===== src/hdl/ttv_pkg.sv =====
// ----------------------------------------------------------------------------
// ttv_pkg
// Shared types, codes, constants and small tables of the text field parser.
// ----------------------------------------------------------------------------
package ttv_pkg;

  typedef enum logic [2:0] {
    VT_INT16     = 3'd0,
    VT_INT32     = 3'd1,
    VT_INT64     = 3'd2,
    VT_BOOL      = 3'd3,
    VT_DATE      = 3'd4,
    VT_TIMESTAMP = 3'd5,
    VT_STRING    = 3'd6,
    VT_INT128    = 3'd7
  } value_type_t;

  typedef enum logic [2:0] {
    ST_OK          = 3'd0,
    ST_EMPTY_INT   = 3'd1,
    ST_BAD_INT     = 3'd2,
    ST_NOT_BOOL    = 3'd3,
    ST_BAD_DATE    = 3'd4,
    ST_UNSUPPORTED = 3'd5
  } status_t;

  localparam int QUEUE_DEPTH = 2;

  localparam logic [7:0]  CHAR_ZERO  = 8'h30;
  localparam logic [7:0]  CHAR_NINE  = 8'h39;
  localparam logic [7:0]  CHAR_MINUS = 8'h2D;
  localparam logic [7:0]  CHAR_SPACE = 8'h20;
  localparam logic [7:0]  CHAR_TAB   = 8'h09;
  localparam logic [7:0]  CHAR_CR    = 8'h0D;
  localparam logic [4:0]  POS_MAX    = 5'd31;
  localparam logic [4:0]  DATE_LEN   = 5'd10;
  localparam logic [4:0]  TS_LEN     = 5'd19;
  localparam logic [63:0] INT64_MAG_DIV10 = 64'd922337203685477580;
  localparam logic [63:0] INT64_NEG_MAG   = 64'h8000_0000_0000_0000;
  localparam logic [63:0] INT16_MAX = 64'h0000_0000_0000_7FFF;
  localparam logic [63:0] INT32_MAX = 64'h0000_0000_7FFF_FFFF;
  localparam logic [63:0] INT64_MAX = 64'h7FFF_FFFF_FFFF_FFFF;
  // Year is offset by 400 so that the Gregorian correction stays positive.
  localparam logic [14:0] YEAR_BIAS    = 15'd400;
  localparam logic [31:0] EPOCH_OFFSET = 32'd865565;
  localparam logic [12:0] RECIP_100    = 13'd5243;
  localparam int          RECIP_SHIFT  = 19;

  // One entry of the queue between the front and the back.
  typedef struct packed {
    value_type_t ftype;
    logic        has_char;
    logic [7:0]  ch;
    logic [4:0]  pos;
    logic        rep_bad;
    logic        last;
    logic [4:0]  len;
    logic        seen;
  } op_t;

  function automatic logic is_space(input logic [7:0] c);
    return (c == CHAR_SPACE) || (c >= CHAR_TAB && c <= CHAR_CR);
  endfunction

  function automatic logic is_sep(input logic [4:0] p);
    return (p == 5'd4) || (p == 5'd7) || (p == 5'd10) || (p == 5'd13) || (p == 5'd16);
  endfunction

  function automatic logic [7:0] true_char(input logic [4:0] p);
    logic [7:0] c;
    case (p)
      5'd0: c = 8'h74;
      5'd1: c = 8'h72;
      5'd2: c = 8'h75;
      5'd3: c = 8'h65;
      default: c = 8'h00;
    endcase
    return c;
  endfunction

  function automatic logic [7:0] false_char(input logic [4:0] p);
    logic [7:0] c;
    case (p)
      5'd0: c = 8'h66;
      5'd1: c = 8'h61;
      5'd2: c = 8'h6C;
      5'd3: c = 8'h73;
      5'd4: c = 8'h65;
      default: c = 8'h00;
    endcase
    return c;
  endfunction

  // Day of the year at which each month starts, counting from March.
  function automatic logic [8:0] month_start(input logic [3:0] mi);
    logic [8:0] d;
    case (mi)
      4'd0:  d = 9'd0;
      4'd1:  d = 9'd31;
      4'd2:  d = 9'd61;
      4'd3:  d = 9'd92;
      4'd4:  d = 9'd122;
      4'd5:  d = 9'd153;
      4'd6:  d = 9'd184;
      4'd7:  d = 9'd214;
      4'd8:  d = 9'd245;
      4'd9:  d = 9'd275;
      4'd10: d = 9'd306;
      4'd11: d = 9'd337;
      default: d = 9'd0;
    endcase
    return d;
  endfunction

endpackage


===== src/hdl/ttv_char_if.sv =====
// ----------------------------------------------------------------------------
// ttv_char_if
// Character channel: one byte of a text field per transfer.
// ----------------------------------------------------------------------------
interface ttv_char_if;
  logic       valid;
  logic       ready;
  logic [7:0] char_code;
  logic       char_valid;
  logic       last;
  logic [2:0] value_type;

  modport source (output valid, char_code, char_valid, last, value_type, input ready);
  modport sink (input valid, char_code, char_valid, last, value_type, output ready);
endinterface


===== src/hdl/ttv_result_if.sv =====
// ----------------------------------------------------------------------------
// ttv_result_if
// Result channel: one typed value and status per transfer.
// ----------------------------------------------------------------------------
interface ttv_result_if;
  logic               valid;
  logic               ready;
  logic signed [63:0] value;
  logic [2:0]         status;

  modport source (output valid, value, status, input ready);
  modport sink (input valid, value, status, output ready);
endinterface


===== src/hdl/ttv_front.sv =====
// ----------------------------------------------------------------------------
// ttv_front
// Strips whitespace, tracks the text position and emits one queue entry per
// fed character or field end.
// ----------------------------------------------------------------------------
module ttv_front
  import ttv_pkg::*;
(
  input  logic      clk,
  input  logic      rst,
  ttv_char_if.sink  field_in,
  input  logic      q_full,
  output logic      push,
  output op_t       push_op
);

  logic        in_field;
  value_type_t ftype;
  logic        seen;
  logic [4:0]  tpos;
  logic [4:0]  pend;

  logic        in_field_next;
  value_type_t ftype_next;
  logic        seen_next;
  logic [4:0]  tpos_next;
  logic [4:0]  pend_next;

  logic        accept;
  value_type_t ft;
  logic        seen_cur;
  logic [4:0]  tpos_cur;
  logic [4:0]  pend_cur;
  logic [5:0]  replay_end;
  logic [4:0]  np;
  logic [5:0]  p_plus1;
  logic [4:0]  lim;
  logic        has_char;
  logic        rep_bad;

  assign field_in.ready = !q_full;
  assign accept = field_in.valid && field_in.ready;

  always_comb begin
    ft       = in_field ? ftype : value_type_t'(field_in.value_type);
    seen_cur = in_field ? seen : 1'b0;
    tpos_cur = in_field ? tpos : 5'd0;
    pend_cur = in_field ? pend : 5'd0;
    has_char = field_in.char_valid && !is_space(field_in.char_code);

    // Pending whitespace is replayed ahead of the next non-space byte.
    replay_end = {1'b0, tpos_cur} + {1'b0, pend_cur};
    np         = (replay_end > {1'b0, POS_MAX}) ? POS_MAX : replay_end[4:0];
    p_plus1    = {1'b0, tpos_cur} + 6'd1;
    lim        = (ft == VT_DATE) ? DATE_LEN : TS_LEN;

    rep_bad = 1'b0;
    if (pend_cur != 5'd0) begin
      case (ft)
        VT_INT16, VT_INT32, VT_INT64, VT_BOOL: rep_bad = 1'b1;
        VT_DATE, VT_TIMESTAMP: begin
          rep_bad = (tpos_cur < lim && !is_sep(tpos_cur)) ||
                    (pend_cur >= 5'd2 && p_plus1 < {1'b0, lim});
        end
        default: rep_bad = 1'b0;
      endcase
    end

    seen_next  = seen_cur;
    tpos_next  = tpos_cur;
    pend_next  = pend_cur;
    if (field_in.char_valid) begin
      if (has_char) begin
        seen_next = 1'b1;
        pend_next = 5'd0;
        tpos_next = (np == POS_MAX) ? POS_MAX : np + 5'd1;
      end else if (seen_cur && pend_cur != POS_MAX) begin
        pend_next = pend_cur + 5'd1;
      end
    end
    in_field_next = !field_in.last;
    ftype_next    = ft;

    push             = accept && (has_char || field_in.last);
    push_op.ftype    = ft;
    push_op.has_char = has_char;
    push_op.ch       = field_in.char_code;
    push_op.pos      = np;
    push_op.rep_bad  = rep_bad;
    push_op.last     = field_in.last;
    push_op.len      = tpos_next;
    push_op.seen     = seen_next;
  end

  always_ff @(posedge clk) begin
    if (rst) begin
      in_field <= 1'b0;
      ftype    <= VT_INT16;
      seen     <= 1'b0;
      tpos     <= 5'd0;
      pend     <= 5'd0;
    end else if (accept) begin
      in_field <= in_field_next;
      ftype    <= ftype_next;
      seen     <= seen_next;
      tpos     <= tpos_next;
      pend     <= pend_next;
    end
  end

  a_field_closes: assert property (@(posedge clk) disable iff (rst)
    accept && field_in.last |=> !in_field)
    else $error("field still open after its final transfer");

endmodule


===== src/hdl/ttv_queue.sv =====
// ----------------------------------------------------------------------------
// ttv_queue
// Short first-in first-out queue between the front and the back.
// ----------------------------------------------------------------------------
module ttv_queue
  import ttv_pkg::*;
#(
  parameter int DEPTH = QUEUE_DEPTH
) (
  input  logic clk,
  input  logic rst,
  input  logic push,
  input  op_t  push_op,
  output logic full,
  output logic pop_valid,
  output op_t  pop_op,
  input  logic pop
);

  localparam int PW = (DEPTH > 1) ? $clog2(DEPTH) : 1;
  localparam int CW = $clog2(DEPTH + 1);
  localparam logic [PW-1:0] LAST_SLOT = PW'(DEPTH - 1);
  localparam logic [CW-1:0] FULL_COUNT = CW'(DEPTH);

  op_t           slots [DEPTH];
  logic [PW-1:0] wr_ptr;
  logic [PW-1:0] rd_ptr;
  logic [CW-1:0] count;
  logic          do_pop;

  assign full      = (count == FULL_COUNT);
  assign pop_valid = (count != '0);
  assign pop_op    = slots[rd_ptr];
  assign do_pop    = pop && pop_valid;

  always_ff @(posedge clk) begin
    if (push && !full) begin
      slots[wr_ptr] <= push_op;
    end
  end

  always_ff @(posedge clk) begin
    if (rst) begin
      wr_ptr <= '0;
      rd_ptr <= '0;
      count  <= '0;
    end else begin
      if (push && !full) begin
        wr_ptr <= (wr_ptr == LAST_SLOT) ? '0 : wr_ptr + PW'(1);
      end
      if (do_pop) begin
        rd_ptr <= (rd_ptr == LAST_SLOT) ? '0 : rd_ptr + PW'(1);
      end
      case ({push && !full, do_pop})
        2'b10:   count <= count + CW'(1);
        2'b01:   count <= count - CW'(1);
        default: count <= count;
      endcase
    end
  end

  a_no_overflow: assert property (@(posedge clk) disable iff (rst)
    !(push && full && !pop))
    else $error("queue written while full");

endmodule


===== src/hdl/ttv_back.sv =====
// ----------------------------------------------------------------------------
// ttv_back
// Accumulates the fed characters of a field and, at its end, works out the
// typed value through a short pipeline into the output register.
// ----------------------------------------------------------------------------
module ttv_back
  import ttv_pkg::*;
(
  input  logic         clk,
  input  logic         rst,
  input  logic         q_valid,
  input  op_t          q_op,
  output logic         q_pop,
  ttv_result_if.source result_out
);

  typedef struct packed {
    value_type_t ftype;
    logic [4:0]  len;
    logic        seen;
    logic        neg;
    logic [63:0] mag;
    logic        dseen;
    logic        malf;
    logic [1:0]  bm;
    logic [13:0] year;
    logic [6:0]  month;
    logic [6:0]  day;
    logic [6:0]  hour;
    logic [6:0]  minute;
    logic [6:0]  second;
  } acc_t;

  typedef struct packed {
    status_t     status;
    logic [63:0] val;
    logic        date_go;
    logic        is_ts;
    logic [14:0] yp;
    logic [8:0]  doyb;
    logic [6:0]  day;
    logic [6:0]  hour;
    logic [6:0]  minute;
    logic [6:0]  second;
  } s2_t;

  typedef struct packed {
    status_t     status;
    logic [63:0] val;
    logic        date_go;
    logic        is_ts;
    logic [23:0] y365;
    logic [12:0] y4;
    logic [7:0]  q100;
    logic [5:0]  q400;
    logic [8:0]  doyb;
    logic [6:0]  day;
    logic [6:0]  hour;
    logic [6:0]  minute;
    logic [6:0]  second;
  } s3_t;

  typedef struct packed {
    status_t     status;
    logic [63:0] val;
    logic        date_go;
    logic        is_ts;
    logic [31:0] days;
    logic [6:0]  hour;
    logic [6:0]  minute;
    logic [6:0]  second;
  } s4_t;

  typedef struct packed {
    status_t            status;
    logic [63:0]        val;
    logic               date_go;
    logic               is_ts;
    logic [31:0]        days;
    logic signed [49:0] day_secs;
    logic [18:0]        hms;
  } s5_t;

  localparam acc_t ACC_CLEAR = '{ftype: VT_INT16, len: 5'd0, seen: 1'b0, neg: 1'b0,
                                 mag: 64'd0, dseen: 1'b0, malf: 1'b0, bm: 2'b11,
                                 year: 14'd0, month: 7'd0, day: 7'd0, hour: 7'd0,
                                 minute: 7'd0, second: 7'd0};

  function automatic logic [6:0] acc2(input logic [6:0] a, input logic [3:0] d);
    return 7'({a, 3'b000} + {a, 1'b0} + 10'(d));
  endfunction

  acc_t acc, acc_next;
  logic v1, v2, v3, v4, v5;
  acc_t s1;
  s2_t  s2, s2_next;
  s3_t  s3, s3_next;
  s4_t  s4, s4_next;
  s5_t  s5, s5_next;

  logic               out_valid;
  logic signed [63:0] out_value;
  status_t            out_status;
  logic signed [63:0] out_value_next;

  logic        en;
  logic        is_digit;
  logic [3:0]  d;
  logic [63:0] nm;
  logic [4:0]  lim;
  logic [63:0] int_lim;
  logic [3:0]  mi;
  logic [27:0] p100;
  logic [24:0] p400;

  assign en    = !out_valid || result_out.ready;
  assign q_pop = en;

  // Character accumulation, one queue entry per cycle while the output is not stalled.
  always_comb begin
    acc_next = acc;
    is_digit = (q_op.ch >= CHAR_ZERO) && (q_op.ch <= CHAR_NINE);
    d        = is_digit ? 4'(q_op.ch - CHAR_ZERO) : 4'd0;
    nm       = {acc.mag[60:0], 3'b000} + {acc.mag[62:0], 1'b0} + 64'(d);
    lim      = (q_op.ftype == VT_DATE) ? DATE_LEN : TS_LEN;
    acc_next.ftype = q_op.ftype;
    acc_next.len   = q_op.len;
    acc_next.seen  = q_op.seen;
    if (q_op.has_char) begin
      case (q_op.ftype)
        VT_INT16, VT_INT32, VT_INT64: begin
          if (q_op.rep_bad) acc_next.malf = 1'b1;
          if (q_op.pos == 5'd0 && q_op.ch == CHAR_MINUS) begin
            acc_next.neg = 1'b1;
          end else if (is_digit) begin
            acc_next.dseen = 1'b1;
            if (acc.mag > INT64_MAG_DIV10 || nm > INT64_NEG_MAG) begin
              acc_next.malf = 1'b1;
            end else begin
              acc_next.mag = nm;
            end
          end else begin
            acc_next.malf = 1'b1;
          end
        end
        VT_BOOL: begin
          if (q_op.rep_bad || !(q_op.pos < 5'd4 && q_op.ch == true_char(q_op.pos))) begin
            acc_next.bm[0] = 1'b0;
          end
          if (q_op.rep_bad || !(q_op.pos < 5'd5 && q_op.ch == false_char(q_op.pos))) begin
            acc_next.bm[1] = 1'b0;
          end
        end
        VT_DATE, VT_TIMESTAMP: begin
          if (q_op.rep_bad) acc_next.malf = 1'b1;
          if (q_op.pos < lim && !is_sep(q_op.pos)) begin
            if (!is_digit) acc_next.malf = 1'b1;
            if (q_op.pos < 5'd4) begin
              acc_next.year = 14'({acc.year, 3'b000} + {acc.year, 1'b0} + 17'(d));
            end else if (q_op.pos < 5'd7) begin
              acc_next.month = acc2(acc.month, d);
            end else if (q_op.pos < 5'd10) begin
              acc_next.day = acc2(acc.day, d);
            end else if (q_op.pos < 5'd13) begin
              acc_next.hour = acc2(acc.hour, d);
            end else if (q_op.pos < 5'd16) begin
              acc_next.minute = acc2(acc.minute, d);
            end else begin
              acc_next.second = acc2(acc.second, d);
            end
          end
        end
        default: acc_next = acc_next;
      endcase
    end
  end

  // Classification of the finished field and start of the calendar maths.
  always_comb begin
    case (s1.ftype)
      VT_INT16: int_lim = INT16_MAX;
      VT_INT32: int_lim = INT32_MAX;
      default:  int_lim = INT64_MAX;
    endcase
    int_lim = int_lim + 64'(s1.neg);
    mi      = (s1.month > 7'd2) ? 4'(s1.month - 7'd3) : 4'(s1.month + 7'd9);

    s2_next.status  = ST_UNSUPPORTED;
    s2_next.val     = 64'd0;
    s2_next.date_go = 1'b0;
    s2_next.is_ts   = (s1.ftype == VT_TIMESTAMP);
    s2_next.yp      = 15'(s1.year) + YEAR_BIAS - 15'(s1.month <= 7'd2);
    s2_next.doyb    = month_start(mi);
    s2_next.day     = s1.day;
    s2_next.hour    = s1.hour;
    s2_next.minute  = s1.minute;
    s2_next.second  = s1.second;
    case (s1.ftype)
      VT_INT16, VT_INT32, VT_INT64: begin
        if (!s1.seen) begin
          s2_next.status = ST_EMPTY_INT;
        end else if (s1.malf || !s1.dseen || s1.mag > int_lim) begin
          s2_next.status = ST_BAD_INT;
        end else begin
          s2_next.status = ST_OK;
          s2_next.val    = s1.neg ? 64'd0 - s1.mag : s1.mag;
        end
      end
      VT_BOOL: begin
        if (s1.bm[0] && s1.len == 5'd4) begin
          s2_next.status = ST_OK;
          s2_next.val    = 64'd1;
        end else if (s1.bm[1] && s1.len == 5'd5) begin
          s2_next.status = ST_OK;
        end else begin
          s2_next.status = ST_NOT_BOOL;
        end
      end
      VT_DATE, VT_TIMESTAMP: begin
        if (s1.len != ((s1.ftype == VT_DATE) ? DATE_LEN : TS_LEN) || s1.malf ||
            s1.month < 7'd1 || s1.month > 7'd12) begin
          s2_next.status = ST_BAD_DATE;
        end else begin
          s2_next.status  = ST_OK;
          s2_next.date_go = 1'b1;
        end
      end
      default: s2_next.status = ST_UNSUPPORTED;
    endcase
  end

  // Leap corrections by reciprocal multiplication, exact for these ranges.
  always_comb begin
    p100 = 28'(s2.yp) * 28'(RECIP_100);
    p400 = 25'(s2.yp[14:2]) * 25'(RECIP_100);
    s3_next.status  = s2.status;
    s3_next.val     = s2.val;
    s3_next.date_go = s2.date_go;
    s3_next.is_ts   = s2.is_ts;
    s3_next.y365    = 24'(s2.yp) * 24'd365;
    s3_next.y4      = s2.yp[14:2];
    s3_next.q100    = 8'(p100 >> RECIP_SHIFT);
    s3_next.q400    = 6'(p400 >> RECIP_SHIFT);
    s3_next.doyb    = s2.doyb;
    s3_next.day     = s2.day;
    s3_next.hour    = s2.hour;
    s3_next.minute  = s2.minute;
    s3_next.second  = s2.second;
  end

  always_comb begin
    s4_next.status  = s3.status;
    s4_next.val     = s3.val;
    s4_next.date_go = s3.date_go;
    s4_next.is_ts   = s3.is_ts;
    s4_next.days    = 32'(s3.y365) + 32'(s3.y4) - 32'(s3.q100) + 32'(s3.q400) +
                      32'(s3.doyb) + 32'(s3.day) - 32'd1 - EPOCH_OFFSET;
    s4_next.hour    = s3.hour;
    s4_next.minute  = s3.minute;
    s4_next.second  = s3.second;
  end

  always_comb begin
    s5_next.status   = s4.status;
    s5_next.val      = s4.val;
    s5_next.date_go  = s4.date_go;
    s5_next.is_ts    = s4.is_ts;
    s5_next.days     = s4.days;
    s5_next.day_secs = $signed(s4.days) * 50'sd86400;
    s5_next.hms      = 19'(s4.hour) * 19'd3600 + 19'(s4.minute) * 19'd60 + 19'(s4.second);
  end

  always_comb begin
    if (!s5.date_go) begin
      out_value_next = $signed(s5.val);
    end else if (s5.is_ts) begin
      out_value_next = 64'(s5.day_secs) + 64'(s5.hms);
    end else begin
      out_value_next = 64'($signed(s5.days));
    end
  end

  always_ff @(posedge clk) begin
    if (rst) begin
      acc <= ACC_CLEAR;
    end else if (en && q_valid) begin
      acc <= q_op.last ? ACC_CLEAR : acc_next;
    end
  end

  always_ff @(posedge clk) begin
    if (rst) begin
      v1        <= 1'b0;
      v2        <= 1'b0;
      v3        <= 1'b0;
      v4        <= 1'b0;
      v5        <= 1'b0;
      out_valid <= 1'b0;
    end else if (en) begin
      v1        <= q_valid && q_op.last;
      v2        <= v1;
      v3        <= v2;
      v4        <= v3;
      v5        <= v4;
      out_valid <= v5;
    end
  end

  always_ff @(posedge clk) begin
    if (en) begin
      s1         <= acc_next;
      s2         <= s2_next;
      s3         <= s3_next;
      s4         <= s4_next;
      s5         <= s5_next;
      out_value  <= out_value_next;
      out_status <= s5.status;
    end
  end

  assign result_out.valid  = out_valid;
  assign result_out.value  = out_value;
  assign result_out.status = out_status;

  a_zero_on_error: assert property (@(posedge clk) disable iff (rst)
    out_valid && out_status != ST_OK |-> out_value == 64'sd0)
    else $error("non-zero value with an error status");

  a_pipe_moves: assert property (@(posedge clk) disable iff (rst)
    en && v5 |=> out_valid)
    else $error("finished field lost before the output register");

endmodule


===== src/hdl/text_field_to_typed_value_parser.sv =====
// ----------------------------------------------------------------------------
// text_field_to_typed_value_parser
// Parses a streamed text field into an integer, boolean, date or timestamp.
// ----------------------------------------------------------------------------
// Throughput: one character transfer per cycle while the queue is not full,
// fields back to back. A result passes through the queue, the accumulation
// register and five result stages (s2 to s5 and the output register); a
// stalled output holds them. The calendar maths sets the depth of that path.
// Reset (rst, synchronous) empties the queue and pipeline and closes any field.
module text_field_to_typed_value_parser
  import ttv_pkg::*;
#(
  parameter int DEPTH = QUEUE_DEPTH
) (
  input  logic         clk,
  input  logic         rst,
  ttv_char_if.sink     field_in,
  ttv_result_if.source result_out
);

  logic push;
  op_t  push_op;
  logic q_full;
  logic q_valid;
  op_t  q_op;
  logic q_pop;

  ttv_front u_front (
    .clk      (clk),
    .rst      (rst),
    .field_in (field_in),
    .q_full   (q_full),
    .push     (push),
    .push_op  (push_op)
  );

  ttv_queue #(
    .DEPTH (DEPTH)
  ) u_queue (
    .clk       (clk),
    .rst       (rst),
    .push      (push),
    .push_op   (push_op),
    .full      (q_full),
    .pop_valid (q_valid),
    .pop_op    (q_op),
    .pop       (q_pop)
  );

  ttv_back u_back (
    .clk        (clk),
    .rst        (rst),
    .q_valid    (q_valid),
    .q_op       (q_op),
    .q_pop      (q_pop),
    .result_out (result_out)
  );

endmodule


===== src/flat_wrapper.sv =====
// flat-port wrapper written by rule: the top's interface ports become plain ports
module text_field_to_typed_value_parser_flat import ttv_pkg::*;
#(
  parameter int DEPTH = QUEUE_DEPTH
)
  (clk, rst, field_in_valid, field_in_char_code, field_in_char_valid, field_in_last, field_in_value_type, field_in_ready, result_out_valid, result_out_value, result_out_status, result_out_ready);
  ttv_char_if field_in_i ();
  ttv_result_if result_out_i ();
  input  logic clk;
  input  logic rst;
  input wire logic [$bits(field_in_i.valid)-1:0] field_in_valid;
  input wire logic [$bits(field_in_i.char_code)-1:0] field_in_char_code;
  input wire logic [$bits(field_in_i.char_valid)-1:0] field_in_char_valid;
  input wire logic [$bits(field_in_i.last)-1:0] field_in_last;
  input wire logic [$bits(field_in_i.value_type)-1:0] field_in_value_type;
  output wire logic [$bits(field_in_i.ready)-1:0] field_in_ready;
  output wire logic [$bits(result_out_i.valid)-1:0] result_out_valid;
  output wire logic [$bits(result_out_i.value)-1:0] result_out_value;
  output wire logic [$bits(result_out_i.status)-1:0] result_out_status;
  input wire logic [$bits(result_out_i.ready)-1:0] result_out_ready;
  assign field_in_i.valid = field_in_valid;
  assign field_in_i.char_code = field_in_char_code;
  assign field_in_i.char_valid = field_in_char_valid;
  assign field_in_i.last = field_in_last;
  assign field_in_i.value_type = field_in_value_type;
  assign field_in_ready = field_in_i.ready;
  assign result_out_valid = result_out_i.valid;
  assign result_out_value = result_out_i.value;
  assign result_out_status = result_out_i.status;
  assign result_out_i.ready = result_out_ready;
  text_field_to_typed_value_parser #(.DEPTH(DEPTH)) u_core (.clk(clk), .rst(rst), .field_in(field_in_i), .result_out(result_out_i));
endmodule

===== config.mk =====
export PLATFORM = sky130hd
export DESIGN_NAME = text_field_to_typed_value_parser_flat
export DESIGN_NICKNAME = d
export VERILOG_FILES = /design/src/hdl/ttv_pkg.sv /design/src/hdl/ttv_char_if.sv /design/src/hdl/ttv_result_if.sv /design/src/hdl/ttv_front.sv /design/src/hdl/ttv_queue.sv /design/src/hdl/ttv_back.sv /design/src/hdl/text_field_to_typed_value_parser.sv /design/src/flat_wrapper.sv
export SDC_FILE = /design/constraint.sdc
export NUM_CORES = 2
export LEC_CHECK = 0
export BUFFER_PORTS_ARGS = -buffer_cell sky130_fd_sc_hd__clkbuf_2
export CAP_MARGIN = 20
export CORE_MARGIN = 1.5
export CORE_UTILIZATION = 32
export CTS_CLUSTER_DIAMETER = 100
export CTS_CLUSTER_SIZE = 12
export DETAILED_ROUTE_END_ITERATION = 8
export MAX_ROUTING_LAYER = met4
export SLEW_MARGIN = 20
export SYNTH_ARGS = -nofsm -noshare
export SYNTH_HDL_FRONTEND = slang
export SYNTH_SLANG_ARGS = --single-unit

===== constraint.sdc =====
create_clock -name clk -period 77.2 [get_ports clk]
set_clock_uncertainty 0.1 [all_clocks]
set_input_delay 15.44 -clock clk [delete_from_list [all_inputs] [get_ports clk]]
set_output_delay 15.44 -clock clk [all_outputs]
set_load 0.03 [all_outputs]

==> qor.csv <==
stage,metric,value,unit
synth,yosysWarnings,0,
die,fp.dieH,445,µm
final_layout,num-nets-final,6747,
grt,overflow,0,
synth,yosysSeqAreaShare,0.433,
final_layout,multiInputGateArea,32000,µm²
grt,grt_max_degree,107,
route,first_pass_iters,5,
hold_path,hp-class,flip-flop to flip-flop,
timing,finalHoldViolCount,0,
final_layout,n_fill_cell,19000,
synth,avgSynthCellArea,11.1,µm²
clocking,clock_latency,0.73,ns
synth,synth_top_area_frac,0.386,
clocking,cts_sinks,947,
route,final_antenna_net_count,0,
worst_setup_path,crit_required,77.71,ns
clocking,cts-root-buf,clkbuf_16,
timing,finalSetupTns,0,ns
die,pin_count,86,
synth,syn_area,62400,µm²
clocking,cts.clk_slew.worst_paths,0.06,ns
synth,synth_fp_nets,6685,
clocking,cts_hold_buf,0,
die,chipWidth,445,µm
timing,drv_slew,0,
die,placementRows,161,
placed_design,placed_cells,8132,
timing,tightest_slew,1.17,ns
worst_setup_path,critPathMaxFanout,106,
clocking,post_cts_buffers,0,
clocking,cts_made_buffers,90,
synth,synth_common_cells,"803 x edfxtp_1, 756 x ha_1, 735 x inv_1",
grt,grt_pass1_vias,40600,
job,maxCapViolations,0,
grt,grt_pass1_wl,235000,µm
synth,synth_cell_types,97,
placed_design,port_buffers,85,
grt,antenna_found_initial,5,
final_layout,seqCellArea,27000,µm²
die,die_area,198000,µm²
final_layout,stdcell_count,8275,
synth,yosys.area.top_type,edfxtp_1,
synth,ys_seq_elements,947,
route,drt-total-wl,152000,µm
route,wl_per_cell,18.3,µm
synth,synth_most_common_cell,edfxtp_1,
route,viasPerCell,4.98,
synth,synth_cells,5636,
grt,grt_usage,0.156,
worst_setup_path,crit_path_start_kind,primary input,
timing,clock.fmax,53.7,MHz
synth,synthTopCellsByArea,"edfxtp_1 39%, ha_1 15%, fa_1 8.9%",
worst_setup_path,setup.worst_path.end_class,flip-flop,
worst_setup_path,cp_data_arrival_time,19.15,ns
run_status,status,finished clean,
route,vias,41200,
timing,rsz0062_at_grt,no,
synth,synthFlopType,edfxtp_1,
route,dr.first_iter.drc_count,2570,
synth,synth-edff-count,803,
placed_design,globalplace.congestion,0.917,
route,route.detailed.drc,0,
clocking,cts_resized,0,
final_layout,drive_above_1_share,0.0538,
timing,setup_viol,0,
die,core,193000,µm²
clocking,htree_levels,3,
timing,maxSlewHeadroom,0.215,
final_layout,area_growth,9.36,%
timing,min_period,18.63,ns
placed_design,hpwl,119000,µm
synth,async_flop_share,0,
worst_setup_path,crit_type,primary input to flip-flop,
timing,fin_crit_sh,0.241,
clocking,clk_path_buf_depth,3,
clocking,cts_tree,built,
die,start_util,0.323,
==> metal layers <==
metal  global-route usage  vias up  part of all wire  wire (µm)
li1                     -    20100                 -          -
met1                0.214    20100              0.47      71700
met3               0.0175      173             0.042       6320
met4               0.0385        0             0.021       3220
met2                0.248      815              0.46      70400
met5                    -        -                 0          0
==> cell families after synthesis <==
family / synth area share
AO/OA/AOI/OAI: 0.114
XOR/XNOR: 0.0496
adder cells (fa/ha/maj): 0.240
buffers and inverters: 0.0543
flip-flops: 0.433
multiplexers: 0.0137
AND/OR/NAND/NOR: 0.0952
==> state kept, by name, indices dropped and copies added (netlist names), 2 cells and up, named ones only <==
register                         flops
u_core.u_back.acc                  118
u_core.u_back.result_out.status      3
u_core.u_back.result_out.value      64
u_core.u_back.s1                   127
u_core.u_back.s2                   121
u_core.u_back.s3                   157
u_core.u_back.s4                   121
u_core.u_back.s5                   160
u_core.u_front.ftype                 3
u_core.u_front.pend                  5
u_core.u_front.tpos                  5
u_core.u_queue.count                 2
u_core.u_queue.slots                50
==> through the flow <==
stage / setup WS [ns] / area [µm²] / hold slack, ns / util
2_1_floorplan: 41.39 / 62400 / 0.300 / -
3_3_place_gp: 57.61 / 65600 / 0.302 / 0.340
3_5_place_dp: 57.47 / 65600 / 0.305 / 0.340
4_1_cts: 58.26 / 68200 / 0.276 / 0.353
5_1_grt: 58.26 / 68200 / 0.279 / 0.353
6_report: 58.57 / 68200 / 0.289 / 0.353
==> path summary, 6_finish.rpt <==
path / from / endpoint / slack, ns / cells past startpoint
worst min register to register: u_core.u_back.s2[93] / u_core.u_back.s3[129] / 0.29 / 0
worst max register to register: flip-flop / u_core.u_back.s1[86] / 68.46 / 23
worst min-delay path: u_core.u_back.s2[93] / u_core.u_back.s3[129] / 0.29 / 0
worst max-delay path: result_out_ready / u_core.u_back.acc[80] / 58.57 / 10
==> worst max-delay path: stages <==
cell	delay, ns
clkbuf_2	0.08
nor2b_1	0.57
inv_8	0.38
o21ai_4	0.14
buf_4	0.50
inv_1	0.43
a21oi_1	0.46
and3_1	0.40
nand2_4	0.43
o32ai_1	0.27
==> placed cells by master, fill, tap and decap left out, drive strengths merged, types with 39 or more instances in the layout <==
cell / n
nand2b: 60
nand4: 71
o21a: 39
ha: 756
mux2: 50
o21bai: 49
nor2: 396
a21oi: 334
dfxtp: 144
fa: 276
edfxtp: 803
nor2b: 64
a22oi: 55
o21ai: 259
xor2: 144
nand2: 317
o32ai: 61
a21o: 97
nand3: 66
inv: 739
clkbuf: 216
xnor2: 209
nor3: 68
==> area by class of cell <==
cell class                      instances  share of cell area
Clock inverter                         10             0.00279
Timing Repair Buffer                  115             0.00963
Multi-Input combinational cell       3808               0.470
Tap cell                             2526              0.0463
Antenna cell                            1           0.0000367
Clock buffer                          132              0.0353
Inverter                              736              0.0406
Sequential cell                       947               0.396
Power is not shown: default switching activity piles up to over one toggle a cycle in this logic, so the estimate is an artifact.
